`config.mk`:
```
export PLATFORM = sky130hd
export DESIGN_NAME = paged_frame_allocator
export DESIGN_NICKNAME = d
export VERILOG_FILES = /design/src/hw/rtl/pfa_pkg.sv /design/src/hw/rtl/pfa_free_fifo.sv /design/src/hw/rtl/paged_frame_allocator.sv
export SDC_FILE = /design/constraint.sdc
export NUM_CORES = 1
export LEC_CHECK = 0
export BUFFER_PORTS_ARGS = -buffer_cell sky130_fd_sc_hd__buf_4
export CAP_MARGIN = 20
export CORE_UTILIZATION = 42
export DETAILED_ROUTE_END_ITERATION = 8
export GPL_ROUTABILITY_DRIVEN = 0
export PLACE_DENSITY_LB_ADDON = 0.12
export SLEW_MARGIN = 0
export SYNTH_ARGS = -nofsm -noshare
export SYNTH_HDL_FRONTEND = slang
export SYNTH_SLANG_ARGS = --single-unit
```
`constraint.sdc`:
```
create_clock -name i_clk -period 3.6 [get_ports i_clk]
set_input_delay 0.72 -clock i_clk [delete_from_list [all_inputs] [get_ports i_clk]]
set_output_delay 0.72 -clock i_clk [all_outputs]
set_load 0.01 [all_outputs]
```
`src/hw/rtl/pfa_pkg.sv`:
```
// Shared types and constants of the paged frame allocator.
// Used by pfa_free_fifo and paged_frame_allocator; depends on nothing.
`default_nettype none

package pfa_pkg;

    // Default sizing of the block
    localparam int MEMORY_BYTES_DEF      = 16;
    localparam int FRAME_BYTES_DEF       = 2;
    localparam int MAX_PROCESS_BYTES_DEF = 4;

    // Fixed shift of the reciprocal used for bytes / frame size
    localparam int DIV_SHIFT = 17;

    typedef enum logic [1:0] {
        ACT_CREATE = 2'd0,
        ACT_FREE   = 2'd1,
        ACT_VIEW   = 2'd2,
        ACT_NONE   = 2'd3
    } t_action;

    typedef enum logic [2:0] {
        ST_OK         = 3'd0,
        ST_TOO_LONG   = 3'd1,
        ST_NO_FRAMES  = 3'd2,
        ST_NOT_FOUND  = 3'd3,
        ST_SLOTS_FULL = 3'd4
    } t_status;

    // Request to the free frame queue; at most one bit set per cycle
    typedef struct packed {
        logic init;
        logic pop;
        logic push;
    } t_fifo_cmd;

endpackage

`default_nettype wire

```
`src/hw/rtl/pfa_free_fifo.sv`:
```
// Circular queue of free frame addresses, held in a one-port-read synchronous memory.
// Depends on pfa_pkg for the command struct.
`default_nettype none

module pfa_free_fifo #(
    parameter int MEMORY_BYTES = 16,
    parameter int FRAME_BYTES  = 2,
    parameter int FA_W         = 4,
    parameter int CNT_W        = 4,
    parameter int IDX_W        = 3
) (
    input  wire                    i_clk,
    input  wire                    i_rst_n,
    input  wire pfa_pkg::t_fifo_cmd i_cmd,
    input  wire  [IDX_W-1:0]       i_init_idx,
    input  wire  [FA_W-1:0]        i_push_data,
    output logic [FA_W-1:0]        o_pop_data,
    output logic [CNT_W-1:0]       o_count
);
    import pfa_pkg::*;

    localparam int FRAME_COUNT = MEMORY_BYTES / FRAME_BYTES;
    localparam int SUM_W       = $clog2(2 * FRAME_COUNT) + 1;

    logic [FA_W-1:0]  r_mem [FRAME_COUNT];
    logic [FA_W-1:0]  r_rd_q;
    logic [IDX_W-1:0] r_head, n_head;
    logic [CNT_W-1:0] r_count, n_count;

    logic [SUM_W-1:0] w_sum;
    logic [IDX_W-1:0] w_tail;
    logic             w_we;
    logic [IDX_W-1:0] w_waddr;
    logic [FA_W-1:0]  w_wdata;
    logic             w_full;

    // Tail = (head + count) mod depth; the sum stays below twice the depth
    assign w_sum  = SUM_W'(r_head) + SUM_W'(r_count);
    assign w_tail = (w_sum >= SUM_W'(FRAME_COUNT)) ? IDX_W'(w_sum - SUM_W'(FRAME_COUNT))
                                                   : IDX_W'(w_sum);
    assign w_full = (r_count == CNT_W'(FRAME_COUNT));

    always_comb begin
        n_head  = r_head;
        n_count = r_count;
        w_we    = 1'b0;
        w_waddr = w_tail;
        w_wdata = i_push_data;
        if (i_cmd.init) begin
            w_we    = 1'b1;
            w_waddr = i_init_idx;
            w_wdata = FA_W'(int'(i_init_idx) * FRAME_BYTES);
        end else if (i_cmd.pop) begin
            n_head  = (r_head == IDX_W'(FRAME_COUNT - 1)) ? '0 : IDX_W'(r_head + 1'b1);
            n_count = CNT_W'(r_count - 1'b1);
        end else if (i_cmd.push && !w_full) begin
            // drop a push into a full queue
            w_we    = 1'b1;
            n_count = CNT_W'(r_count + 1'b1);
        end
    end

    always_ff @(posedge i_clk) begin
        if (!i_rst_n) begin
            r_head  <= '0;
            r_count <= CNT_W'(FRAME_COUNT);
        end else begin
            r_head  <= n_head;
            r_count <= n_count;
        end
    end

    always_ff @(posedge i_clk) begin
        if (w_we) begin
            r_mem[w_waddr] <= w_wdata;
        end
        if (i_cmd.pop) begin
            r_rd_q <= r_mem[r_head];
        end
    end

    assign o_pop_data = r_rd_q;
    assign o_count    = r_count;

`ifndef ASSERT_OFF
    a_count_bound: assert property (@(posedge i_clk) disable iff (!i_rst_n)
        r_count <= CNT_W'(FRAME_COUNT))
        else $error("free frame count above frame total");

    a_pop_nonempty: assert property (@(posedge i_clk) disable iff (!i_rst_n)
        i_cmd.pop |-> r_count != '0)
        else $error("pop from empty free frame queue");

    a_pop_count: assert property (@(posedge i_clk) disable iff (!i_rst_n)
        (i_cmd.pop && !i_cmd.init) |=> r_count == CNT_W'($past(r_count) - 1'b1))
        else $error("pop did not lower the free count");
`endif

endmodule

`default_nettype wire

```
`src/hw/rtl/paged_frame_allocator.sv`:
```
// Top level of the paged frame allocator: slot table, page table memory and control.
// Depends on pfa_pkg and pfa_free_fifo.
//
// Usage:
//   Command channel: drive i_action, i_process_id and i_process_bytes with start high;
//   the item is taken on a rising edge where start is high and busy is low.
//   Result channel: each result sits on the o_* ports for one cycle, marked by
//   o_result_valid; the receiver cannot hold results off, so nothing stalls here.
//   A view item that finds pages gives one result per page, with o_last on the final one; every
//   other item gives exactly one result.
// Flow: a too-long create or an unused action answers in the cycle after accept.
//   Everything else first scans the slot table, one entry per cycle out of the
//   slot memory, then on a hit walks the pages through the page memory and free
//   frame queue, with a read and then a write or emit for each page.
//   The last result shows as busy drops.
// Reset: a sweep over all FRAME_COUNT frames (8 by default) fills the free frame queue
//   with frame addresses in ascending order and clears every slot valid bit;
//   busy stays high until it completes.
// Only one item is in flight, so no memory entry is read and written by overlapping
//   items: the busy handshake is the interlock.
`default_nettype none

module paged_frame_allocator #(
    parameter int MEMORY_BYTES      = pfa_pkg::MEMORY_BYTES_DEF,
    parameter int FRAME_BYTES       = pfa_pkg::FRAME_BYTES_DEF,
    parameter int MAX_PROCESS_BYTES = pfa_pkg::MAX_PROCESS_BYTES_DEF
) (
    input  wire         i_clk,
    input  wire         i_rst_n,
    input  wire         start,
    output logic        busy,
    input  wire  [1:0]  i_action,
    input  wire  [7:0]  i_process_id,
    input  wire  [7:0]  i_process_bytes,
    output logic        o_result_valid,
    output logic [2:0]  o_status,
    output logic        o_entry_valid,
    output logic        o_page_index,
    output logic [3:0]  o_frame_address,
    output logic [2:0]  o_stored_bytes,
    output logic        o_last
);
    import pfa_pkg::*;

    // Sizing
    localparam int FRAME_COUNT = MEMORY_BYTES / FRAME_BYTES;
    localparam int SLOT_COUNT  = FRAME_COUNT;
    localparam int PAGES       = MAX_PROCESS_BYTES / FRAME_BYTES;
    localparam int PAGES_ST    = (PAGES > 0) ? PAGES : 1;
    localparam int FA_W        = $clog2(MEMORY_BYTES);
    localparam int SI_W        = (SLOT_COUNT > 1) ? $clog2(SLOT_COUNT) : 1;
    localparam int CNT_W       = $clog2(FRAME_COUNT + 1);
    localparam int PC_W        = $clog2(PAGES_ST + 1);
    localparam int BW          = $clog2(MAX_PROCESS_BYTES + 1);
    localparam int PT_DEPTH    = SLOT_COUNT * PAGES_ST;
    localparam int PI_W        = (PT_DEPTH > 1) ? $clog2(PT_DEPTH) : 1;
    // Reciprocal of the frame size: exact quotient for any 8-bit byte count
    localparam int RECIP       = ((2 ** DIV_SHIFT) + FRAME_BYTES - 1) / FRAME_BYTES;
    localparam int PROD_W      = 8 + DIV_SHIFT + 1;

    typedef enum logic [8:0] {
        S_INIT  = 9'b000000001,
        S_IDLE  = 9'b000000010,
        S_SCAN  = 9'b000000100,
        S_C_POP = 9'b000001000,
        S_C_WR  = 9'b000010000,
        S_F_RD  = 9'b000100000,
        S_F_WR  = 9'b001000000,
        S_V_RD  = 9'b010000000,
        S_V_OUT = 9'b100000000
    } t_state;

    // Control registers
    t_state          r_state, n_state;
    logic [SI_W-1:0] r_ptr, n_ptr;
    logic [SI_W-1:0] r_dptr, n_dptr;
    logic            r_pend, n_pend;
    logic            r_issued, n_issued;
    t_action         r_action, n_action;
    logic [7:0]      r_id, n_id;
    logic [BW-1:0]   r_len, n_len;
    logic [PC_W-1:0] r_pages, n_pages;
    logic [SI_W-1:0] r_slot, n_slot;
    logic [PC_W-1:0] r_p, n_p;

    // Result register
    logic            r_res_vld, n_res_vld;
    t_status         r_res_status, n_res_status;
    logic            r_res_entry, n_res_entry;
    logic            r_res_page, n_res_page;
    logic [FA_W-1:0] r_res_frame, n_res_frame;
    logic [BW-1:0]   r_res_bytes, n_res_bytes;
    logic            r_res_last, n_res_last;

    // Slot table memory: valid, id, byte length, page count per slot
    logic            r_sv     [SLOT_COUNT];
    logic [7:0]      r_sid    [SLOT_COUNT];
    logic [BW-1:0]   r_sbytes [SLOT_COUNT];
    logic [PC_W-1:0] r_spages [SLOT_COUNT];
    logic            r_sq_valid;
    logic [7:0]      r_sq_id;
    logic [BW-1:0]   r_sq_bytes;
    logic [PC_W-1:0] r_sq_pages;

    logic            w_slot_re;
    logic            w_slot_we;
    logic [SI_W-1:0] w_slot_waddr;
    logic            w_slot_wvalid;
    logic [7:0]      w_slot_wid;
    logic [BW-1:0]   w_slot_wbytes;
    logic [PC_W-1:0] w_slot_wpages;

    // Page table memory, PAGES_ST entries per slot
    logic [FA_W-1:0] r_pt [PT_DEPTH];
    logic [FA_W-1:0] r_pt_q;
    logic            w_pt_re;
    logic            w_pt_we;
    logic [PI_W-1:0] w_pt_addr;

    // Free frame queue
    t_fifo_cmd        w_fcmd;
    logic [FA_W-1:0]  w_pop_data;
    logic [CNT_W-1:0] w_free_count;

    logic [PROD_W-1:0] w_prod;
    logic              w_too_long;
    logic              w_hit;
    logic              w_last_page;

    pfa_free_fifo #(
        .MEMORY_BYTES (MEMORY_BYTES),
        .FRAME_BYTES  (FRAME_BYTES),
        .FA_W         (FA_W),
        .CNT_W        (CNT_W),
        .IDX_W        (SI_W)
    ) u_fifo (
        .i_clk       (i_clk),
        .i_rst_n     (i_rst_n),
        .i_cmd       (w_fcmd),
        .i_init_idx  (r_ptr),
        .i_push_data (r_pt_q),
        .o_pop_data  (w_pop_data),
        .o_count     (w_free_count)
    );

    // Page count of a create: bytes / frame size by reciprocal multiply
    assign w_prod     = PROD_W'(i_process_bytes) * PROD_W'(RECIP);
    assign w_too_long = (32'(i_process_bytes) > MAX_PROCESS_BYTES);

    // Create looks for the lowest free slot, free and view for the lowest slot with a matching id
    assign w_hit = r_pend && ((r_action == ACT_CREATE) ? !r_sq_valid
                                                       : (r_sq_valid && (r_sq_id == r_id)));
    assign w_last_page = (PC_W'(r_p + 1'b1) == r_pages);
    assign w_pt_addr   = PI_W'(int'(r_slot) * PAGES_ST + int'(r_p));

    always_comb begin
        n_state      = r_state;
        n_ptr        = r_ptr;
        n_dptr       = r_dptr;
        n_pend       = 1'b0;
        n_issued     = r_issued;
        n_action     = r_action;
        n_id         = r_id;
        n_len        = r_len;
        n_pages      = r_pages;
        n_slot       = r_slot;
        n_p          = r_p;
        n_res_vld    = 1'b0;
        n_res_status = ST_OK;
        n_res_entry  = 1'b0;
        n_res_page   = 1'b0;
        n_res_frame  = '0;
        n_res_bytes  = '0;
        n_res_last   = 1'b1;

        w_slot_re     = 1'b0;
        w_slot_we     = 1'b0;
        w_slot_waddr  = r_dptr;
        w_slot_wvalid = 1'b0;
        w_slot_wid    = r_id;
        w_slot_wbytes = r_len;
        w_slot_wpages = r_pages;
        w_pt_re       = 1'b0;
        w_pt_we       = 1'b0;
        w_fcmd        = '0;

        case (r_state)
            S_INIT: begin
                // sweep: load the free queue and clear slot valid bits
                w_fcmd.init   = 1'b1;
                w_slot_we     = 1'b1;
                w_slot_waddr  = r_ptr;
                w_slot_wvalid = 1'b0;
                if (r_ptr == SI_W'(SLOT_COUNT - 1)) begin
                    n_ptr   = '0;
                    n_state = S_IDLE;
                end else begin
                    n_ptr = SI_W'(r_ptr + 1'b1);
                end
            end
            S_IDLE: begin
                if (start) begin
                    n_action = t_action'(i_action);
                    n_id     = i_process_id;
                    n_len    = BW'(i_process_bytes);
                    n_pages  = PC_W'(w_prod >> DIV_SHIFT);
                    n_ptr    = '0;
                    n_issued = 1'b0;
                    case (t_action'(i_action))
                        ACT_CREATE: begin
                            if (w_too_long) begin
                                n_res_vld    = 1'b1;
                                n_res_status = ST_TOO_LONG;
                            end else begin
                                n_state = S_SCAN;
                            end
                        end
                        ACT_FREE, ACT_VIEW: begin
                            n_state = S_SCAN;
                        end
                        default: begin
                            n_res_vld = 1'b1;
                        end
                    endcase
                end
            end
            S_SCAN: begin
                // issue one slot read per cycle, examine the one read last cycle
                if (!r_issued) begin
                    w_slot_re = 1'b1;
                    n_dptr    = r_ptr;
                    n_pend    = 1'b1;
                    if (r_ptr == SI_W'(SLOT_COUNT - 1)) begin
                        n_issued = 1'b1;
                    end else begin
                        n_ptr = SI_W'(r_ptr + 1'b1);
                    end
                end
                if (w_hit) begin
                    n_slot = r_dptr;
                    n_p    = '0;
                    case (r_action)
                        ACT_CREATE: begin
                            if (32'(r_pages) > 32'(w_free_count)) begin
                                n_res_vld    = 1'b1;
                                n_res_status = ST_NO_FRAMES;
                                n_state      = S_IDLE;
                            end else begin
                                w_slot_we     = 1'b1;
                                w_slot_wvalid = 1'b1;
                                if (r_pages == '0) begin
                                    n_res_vld = 1'b1;
                                    n_state   = S_IDLE;
                                end else begin
                                    n_state = S_C_POP;
                                end
                            end
                        end
                        ACT_FREE: begin
                            w_slot_we     = 1'b1;
                            w_slot_wvalid = 1'b0;
                            w_slot_wid    = r_sq_id;
                            w_slot_wbytes = r_sq_bytes;
                            w_slot_wpages = r_sq_pages;
                            n_pages       = r_sq_pages;
                            if (r_sq_pages == '0) begin
                                n_res_vld = 1'b1;
                                n_state   = S_IDLE;
                            end else begin
                                n_state = S_F_RD;
                            end
                        end
                        default: begin
                            n_pages = r_sq_pages;
                            n_len   = r_sq_bytes;
                            if (r_sq_pages == '0) begin
                                n_res_vld   = 1'b1;
                                n_res_bytes = r_sq_bytes;
                                n_state     = S_IDLE;
                            end else begin
                                n_state = S_V_RD;
                            end
                        end
                    endcase
                end else if (r_pend && r_dptr == SI_W'(SLOT_COUNT - 1)) begin
                    n_res_vld    = 1'b1;
                    n_res_status = (r_action == ACT_CREATE) ? ST_SLOTS_FULL : ST_NOT_FOUND;
                    n_state      = S_IDLE;
                end
            end
            S_C_POP: begin
                w_fcmd.pop = 1'b1;
                n_state    = S_C_WR;
            end
            S_C_WR: begin
                w_pt_we = 1'b1;
                n_p     = PC_W'(r_p + 1'b1);
                if (w_last_page) begin
                    n_res_vld = 1'b1;
                    n_state   = S_IDLE;
                end else begin
                    n_state = S_C_POP;
                end
            end
            S_F_RD: begin
                w_pt_re = 1'b1;
                n_state = S_F_WR;
            end
            S_F_WR: begin
                w_fcmd.push = 1'b1;
                n_p         = PC_W'(r_p + 1'b1);
                if (w_last_page) begin
                    n_res_vld = 1'b1;
                    n_state   = S_IDLE;
                end else begin
                    n_state = S_F_RD;
                end
            end
            S_V_RD: begin
                w_pt_re = 1'b1;
                n_state = S_V_OUT;
            end
            S_V_OUT: begin
                n_res_vld   = 1'b1;
                n_res_entry = 1'b1;
                n_res_page  = r_p[0];
                n_res_frame = r_pt_q;
                n_res_bytes = r_len;
                n_res_last  = w_last_page;
                n_p         = PC_W'(r_p + 1'b1);
                n_state     = w_last_page ? S_IDLE : S_V_RD;
            end
            default: begin
                n_state = S_IDLE;
            end
        endcase
    end

    always_ff @(posedge i_clk) begin
        if (!i_rst_n) begin
            r_state   <= S_INIT;
            r_ptr     <= '0;
            r_pend    <= 1'b0;
            r_issued  <= 1'b0;
            r_res_vld <= 1'b0;
        end else begin
            r_state   <= n_state;
            r_ptr     <= n_ptr;
            r_pend    <= n_pend;
            r_issued  <= n_issued;
            r_res_vld <= n_res_vld;
        end
    end

    // Payload registers hold without reset
    always_ff @(posedge i_clk) begin
        r_dptr       <= n_dptr;
        r_action     <= n_action;
        r_id         <= n_id;
        r_len        <= n_len;
        r_pages      <= n_pages;
        r_slot       <= n_slot;
        r_p          <= n_p;
        r_res_status <= n_res_status;
        r_res_entry  <= n_res_entry;
        r_res_page   <= n_res_page;
        r_res_frame  <= n_res_frame;
        r_res_bytes  <= n_res_bytes;
        r_res_last   <= n_res_last;
    end

    // Slot table memory
    always_ff @(posedge i_clk) begin
        if (w_slot_we) begin
            r_sv[w_slot_waddr]     <= w_slot_wvalid;
            r_sid[w_slot_waddr]    <= w_slot_wid;
            r_sbytes[w_slot_waddr] <= w_slot_wbytes;
            r_spages[w_slot_waddr] <= w_slot_wpages;
        end
        if (w_slot_re) begin
            r_sq_valid <= r_sv[r_ptr];
            r_sq_id    <= r_sid[r_ptr];
            r_sq_bytes <= r_sbytes[r_ptr];
            r_sq_pages <= r_spages[r_ptr];
        end
    end

    // Page table memory
    always_ff @(posedge i_clk) begin
        if (w_pt_we) begin
            r_pt[w_pt_addr] <= w_pop_data;
        end
        if (w_pt_re) begin
            r_pt_q <= r_pt[w_pt_addr];
        end
    end

    assign busy            = (r_state != S_IDLE);
    assign o_result_valid  = r_res_vld;
    assign o_status        = r_res_status;
    assign o_entry_valid   = r_res_entry;
    assign o_page_index    = r_res_page;
    assign o_frame_address = 4'(r_res_frame);
    assign o_stored_bytes  = 3'(r_res_bytes);
    assign o_last          = r_res_last;

`ifndef ASSERT_OFF
    a_accept_progress: assert property (@(posedge i_clk) disable iff (!i_rst_n)
        (start && !busy) |=> (busy || o_result_valid))
        else $error("accepted item neither busy nor answered");

    a_entry_ok: assert property (@(posedge i_clk) disable iff (!i_rst_n)
        (o_result_valid && o_entry_valid) |-> (o_status == 3'(ST_OK)))
        else $error("page entry reported with error status");

    a_more_only_view: assert property (@(posedge i_clk) disable iff (!i_rst_n)
        (o_result_valid && !o_last) |-> o_entry_valid)
        else $error("non-final result without page entry");
`endif

endmodule

`default_nettype wire
```
### After elaboration in Yosys (flattened, before gate mapping)

Memory sizes are Yosys's and may differ from the RTL's. A register that Yosys moved wholly into a read port is not among the register bits.
Cells that the tools add are included.

* register bits after elaboration: 58
* RAM bits: 208
* logic and storage cells: 197
* memories kept: 6

Memories
* r_pt: depth 16, width 4, rd ports 1, clocked after memory_dff 1, write ports 1, line paged_frame_allocator.sv:114 `logic [FA_W-1:0] r_pt [PT_DEPTH];`
* r_sid: depth 8, width 8, rd ports 1, clocked after memory_dff 1, write ports 1, line paged_frame_allocator.sv:97 `logic [7:0] r_sid [SLOT_COUNT];`
* u_fifo.r_mem: depth 8, width 4, rd ports 1, clocked after memory_dff 1, write ports 1, line pfa_free_fifo.sv:25 `logic [FA_W-1:0] r_mem [FRAME_COUNT];`
* r_sbytes: depth 8, width 3, rd ports 1, clocked after memory_dff 1, write ports 1, line paged_frame_allocator.sv:98 `logic [BW-1:0] r_sbytes [SLOT_COUNT];`
* r_spages: depth 8, width 2, rd ports 1, clocked after memory_dff 1, write ports 1, line paged_frame_allocator.sv:99 `logic [PC_W-1:0] r_spages [SLOT_COUNT];`
* r_sv: depth 8, width 1, rd ports 1, clocked after memory_dff 1, write ports 1, line paged_frame_allocator.sv:96 `logic r_sv [SLOT_COUNT];`

* add/sub/neg operators: 8
* order comparisons: 3
* equality and inequality tests: 29
* mux-type cells: 99
* bitwise gates (word level): 2
* reductions and logical operators: 30

Operators by type and width (count)
* $pmux W9 S9: 1
* $mux W3: 20
* $mux W9: 5
* $mux W8: 5
* $mux W1: 38
* $pmux W9 S2: 2
* $mux W4: 6
* $mux W2: 9
* $pmux W3 S2: 3
* $ne A2 B2 Y1 const B: 7
* $reduce_and A2 Y1: 7
* $mux W6: 2
* $reduce_and A4 Y1: 3
* $eq A3 B3 Y1 const B: 3
* $eq A9 B1 Y1 const B: 1
* $eq A9 B2 Y1 const B: 1
* $eq A9 B3 Y1 const B: 1
* $eq A9 B4 Y1 const B: 1
* $eq A9 B5 Y1 const B: 1
* $eq A9 B6 Y1 const B: 1
* $eq A9 B7 Y1 const B: 1
* $eq A9 B8 Y1 const B: 1
* $eq A9 B9 Y1 const B: 1
* $ne A9 B2 Y1 const B: 1
* other kinds (30): 50

### Logic depth before layout (Yosys ltp)

* depth in word-level cells: 8
* depth in mapped cells: 11
* depth with buffers taken out: 10

### Cells and area by module

From an unflattened synthesis, not the netlist that was laid out.

* cells, all modules: 713
* area total of the unflattened synthesis: 11995.3 µm²

Modules (own cells, without submodules)
* paged_frame_allocator: instances 1, cells each 584, area each 10010.9 µm², seq. area each 7076.8 µm²
* pfa_free_fifo: instances 1, cells each 129, area each 1984.4 µm², seq. area each 1221.2 µm²

### Worst setup path after synthesis

OpenSTA, ideal clock, no wires.

* kind: reg2reg
* start point: register r_state[4]
* end point: memory r_sbytes[0][0] (netlist bit), enable pin
* data arrival time: 2589 ps
* required time: 3216 ps
* path slack: 627 ps
* cell stages (with the launch flop): 7
* period minus slack after synthesis: 2973 ps
* cell sequence: dfxtp_1 -> buf_2 -> or4_4 -> or3_4 -> nor4_4 -> o21bai_1 -> nor2_1

* longest elaborated chain between the ends: 4
* elaborated cells between the ends (all ways): 6

Ends and longest elaborated chain
* start, declared: line paged_frame_allocator.sv:74 `t_state r_state, n_state;`
* start signal, assigned: line paged_frame_allocator.sv:347 `r_state <= n_state;`
* $eq A9 B3 Y1 or $eq A9 B1 Y1 (tied branches): line paged_frame_allocator.sv:187 `case (r_state)`
* $pmux W1 S2: line paged_frame_allocator.sv:187
* $mux W1: line paged_frame_allocator.sv:374 `if (w_slot_we) begin`
* $mux W1 (not written as such): line paged_frame_allocator.sv:377 `r_sbytes[w_slot_waddr] <= w_slot_wbytes;`
* end, declared: line paged_frame_allocator.sv:98

Several ways; a longest one is shown, not always the timed one.

### Worst setup path in the final report

* start point: register r_state[4]
* end point: output port busy

* longest elaborated chain between the ends: 1

Ends and longest elaborated chain
* $ne A9 B2 Y1: line paged_frame_allocator.sv:398 `assign busy = (r_state != S_IDLE);`
* end, declared: line paged_frame_allocator.sv:31 `output logic busy,`

Every way passes these cells.

==> run metrics <==
total grt overflow 0; VDD IR-drop max 0.4961 mV; largest net degree at the start of global routing 29; drt wl/cell around 21 µm; Max Clk Rate about 320 MHz; antenna fix cells 0; Hold Path Sink r_id[4]; Placed Cells 1114; Hold Crit Start i_process_id[4]; clock root cell clkbuf_16; Reg2Reg Setup Slack roughly 0.67 ns; Die ar. 28820 µm²; core box area between 20000 and 30000 µm²; fin util 48.92%; clk sink count roughly 290; Worst Hold Class input pin to register; crit path DAT between 2 and 2.5 ns; Final Cell Area approximately 14000 µm²; syn_nets around 750; Setup Buffers After CTS 0; vias in the first global route 6285; reg2reg end r_sid[0][7]; initial antenna violation count 0; post-detail-place hpwl ~17 mm; final non-filler cell total approximately 1200; Worst Path Max Fanout 9; Synth-to-Final Area Change 14.66%; Distinct cells, synth 56; drt drc 0; final net count 804; hold slack final approximately 0.33 ns; Worst-Skew Late Latency approximately 0.57 ns; # resized after CTS 0; Initial Util between 40% and 50%; TritonCTS clock tree built; H-tree level count 1; proportion of layout cells with a drive suffix above 1 between 20% and 30%; clk buf depth 3; drt total wl about 24 mm; I/O pin total 36; status finished, final reports clean; Final Hold Viols 0; vias around 6200; post-synthesis cell area 11820 µm²; clock-pin slew on the worst setup and hold paths approximately 0.06 ns; gate count after technology mapping between 700 and 800; crit path cell chain or4_4, nor4_4, inv_1, buf_4; Async SR Flop Fraction 0%; WP buf/inv 2; Max transition margin between 30% and 40%; drt first pass iters 4; delay-heaviest family, CP simple AND/OR/NAND/NOR gates; worst setup path class register to output port; sequential share of the synthesized area between 70% and 80%; Die Span Y 169.8 µm; Slew @ Worst Pin between 1 and 1.5 ns; pwr/cell area between 600 and 700 nW/µm²; r2r startpoint r_id[4]; gr usage total 17.79%; clock skew 0.03472 ns; IO buf count 35; dpl ws 0.6384 ns; Placed Area ~13000 µm²; number of cells on the worst hold path 1; crit-path max cell delay between 0.6 and 0.7 ns; CTS Buf Count 30; Slew Limit Fails 0; Synth Register Bits about 290; crit path time final around 3.1 ns; setup violators final 0; Vias/cell ~5.3; TNS Setup 0 ns; Post-synth top flop edfxtp_1; synth warn 0; Max stage delay cell, worst path or4_4; row cnt 61; ANT nets after route 0; RSZ-0062 raised after global routing false; Worst R2R Path Depth 8; layout filler cell count 2286; mean area per synthesized cell approximately 17 µm²; crit path launch type register; # hold bufs at CTS 0; period utilization around 87%; max_cap viols 0; leakage between 4 and 5 nW; worst setup margin between 0.4 and 0.5 ns; Pwr Total approximately 8.7 mW; count of flip-flops with a built-in enable after synthesis 253; CP required approximately 2.9 ns; first-pass GRT wire length approximately 38 mm; Iteration-0 DRC Markers 478; Die W between 150 and 200 µm; CP Capture Type output port
cell usage in the layout, fill, tap and decap left out, drive strengths merged, types with 5 or more instances in the layout:
master | netlist | final
dfxtp | 35 | 35
nand3 | 12 | 12
clkbuf | 25 | 40
nand2 | 53 | 53
and2 | 10 | 10
nor3 | 16 | 16
nor2b | 6 | 6
ha | 13 | 13
nor4 | 8 | 8
edfxtp | 253 | 253
mux2 | 23 | 23
inv | 16 | 16
o21ai | 15 | 15
xor2 | 11 | 11
nor2 | 51 | 51
clkinv | 0 | 13
mux4 | 56 | 56
nand2b | 11 | 11
or3 | 5 | 5
xnor2 | 7 | 7
a21boi | 8 | 8
buf | 11 | 59
a21oi | 13 | 13
cell usage after synthesis, types with 4 or more instances:
library cell | number | area, µm²
nor4_1 | 5 | 31.28
dfxtp_1 | 35 | 700.7
a31oi_1 | 4 | 25.02
buf_1 | 6 | 22.52
o21ai_0 | 14 | 70.07
nor2b_1 | 6 | 37.54
clkbuf_1 | 25 | 93.84
nand2b_1 | 11 | 68.82
xor2_1 | 11 | 96.34
a21oi_1 | 13 | 65.06
xnor2_1 | 7 | 61.31
ha_1 | 13 | 162.7
nand3_1 | 12 | 60.06
edfxtp_1 | 253 | 7597
nand2_1 | 53 | 198.9
mux2_2 | 23 | 259.0
nor2_1 | 51 | 191.4
a21boi_0 | 5 | 37.54
nor3b_1 | 4 | 30.03
inv_1 | 16 | 60.06
mux4_2 | 56 | 1261
or3_1 | 4 | 25.02
and2_1 | 10 | 62.56
buf_2 | 5 | 25.02
nor3_1 | 16 | 80.08
layout make-up:
| type | count | area [µm²] | share of cell area, % |
|---|---|---|---|
| Sequential cell | 288 | 8299 | 61.23 |
| Multi-Input combinational cell | 373 | 3322 | 24.51 |
| Clock buffer | 40 | 798.3 | 5.889 |
| Tap cell | 378 | 473.0 | 3.489 |
| Timing Repair Buffer | 59 | 467.9 | 3.452 |
| Clock inverter | 15 | 133.9 | 0.9877 |
| Inverter | 16 | 60.06 | 0.4431 |
report_power, final:
| group | internal [mW] | switching [mW] |
|---|---|---|
| Combinational | 0.675 | 0.741 |
| Clock | 1.69 | 1.22 |
| Sequential | 4.20 | 0.192 |
per-layer routing:
layer,up-vias,global-route usage [%],share of wire (%)
li1,2881,-,-
met3,50,2.542,3.8
met5,-,0,0
met2,144,29.62,49
met4,0,6.620,3.4
met1,3085,23.76,44
how the worst max path moves through the flow:
stage | from | end | cells past startpoint
after detailed placement | r_id[4] | r_sid[3][4] | 8
after CTS | r_state[4] | busy | 4
after global placement | r_id[4] | r_sid[3][4] | 8
after floorplan | r_state[4] | r_sbytes[0][0] | 6
final | r_state[4] | busy | 4
after global routing | r_state[4] | busy | 4
cell families (layout without fill, tap and decap cells):
| logic type | after synthesis | after routing | synth area share [%] |
|---|---|---|---|
| compound gates | 65 | 65 | 3.609 |
| mux | 81 | 81 | 13.03 |
| xor+xnor | 18 | 18 | 1.334 |
| fa+ha+maj | 15 | 15 | 1.715 |
| buf+inv | 52 | 130 | 1.704 |
| simple gates | 194 | 194 | 8.415 |
| flops | 288 | 288 | 70.19 |
flip-flops by register name, indices dropped and copies added, names as in the netlist, 8 cells and up:
| register | cells |
|---|---|
| r_id | 8 |
| r_pt | 64 |
| r_sbytes | 24 |
| r_sid | 64 |
| r_spages | 16 |
| r_sq_id | 8 |
| r_state | 9 |
| r_sv | 8 |
| u_fifo.r_mem | 32 |
Note: power is estimated with default switching activity, not from simulation.
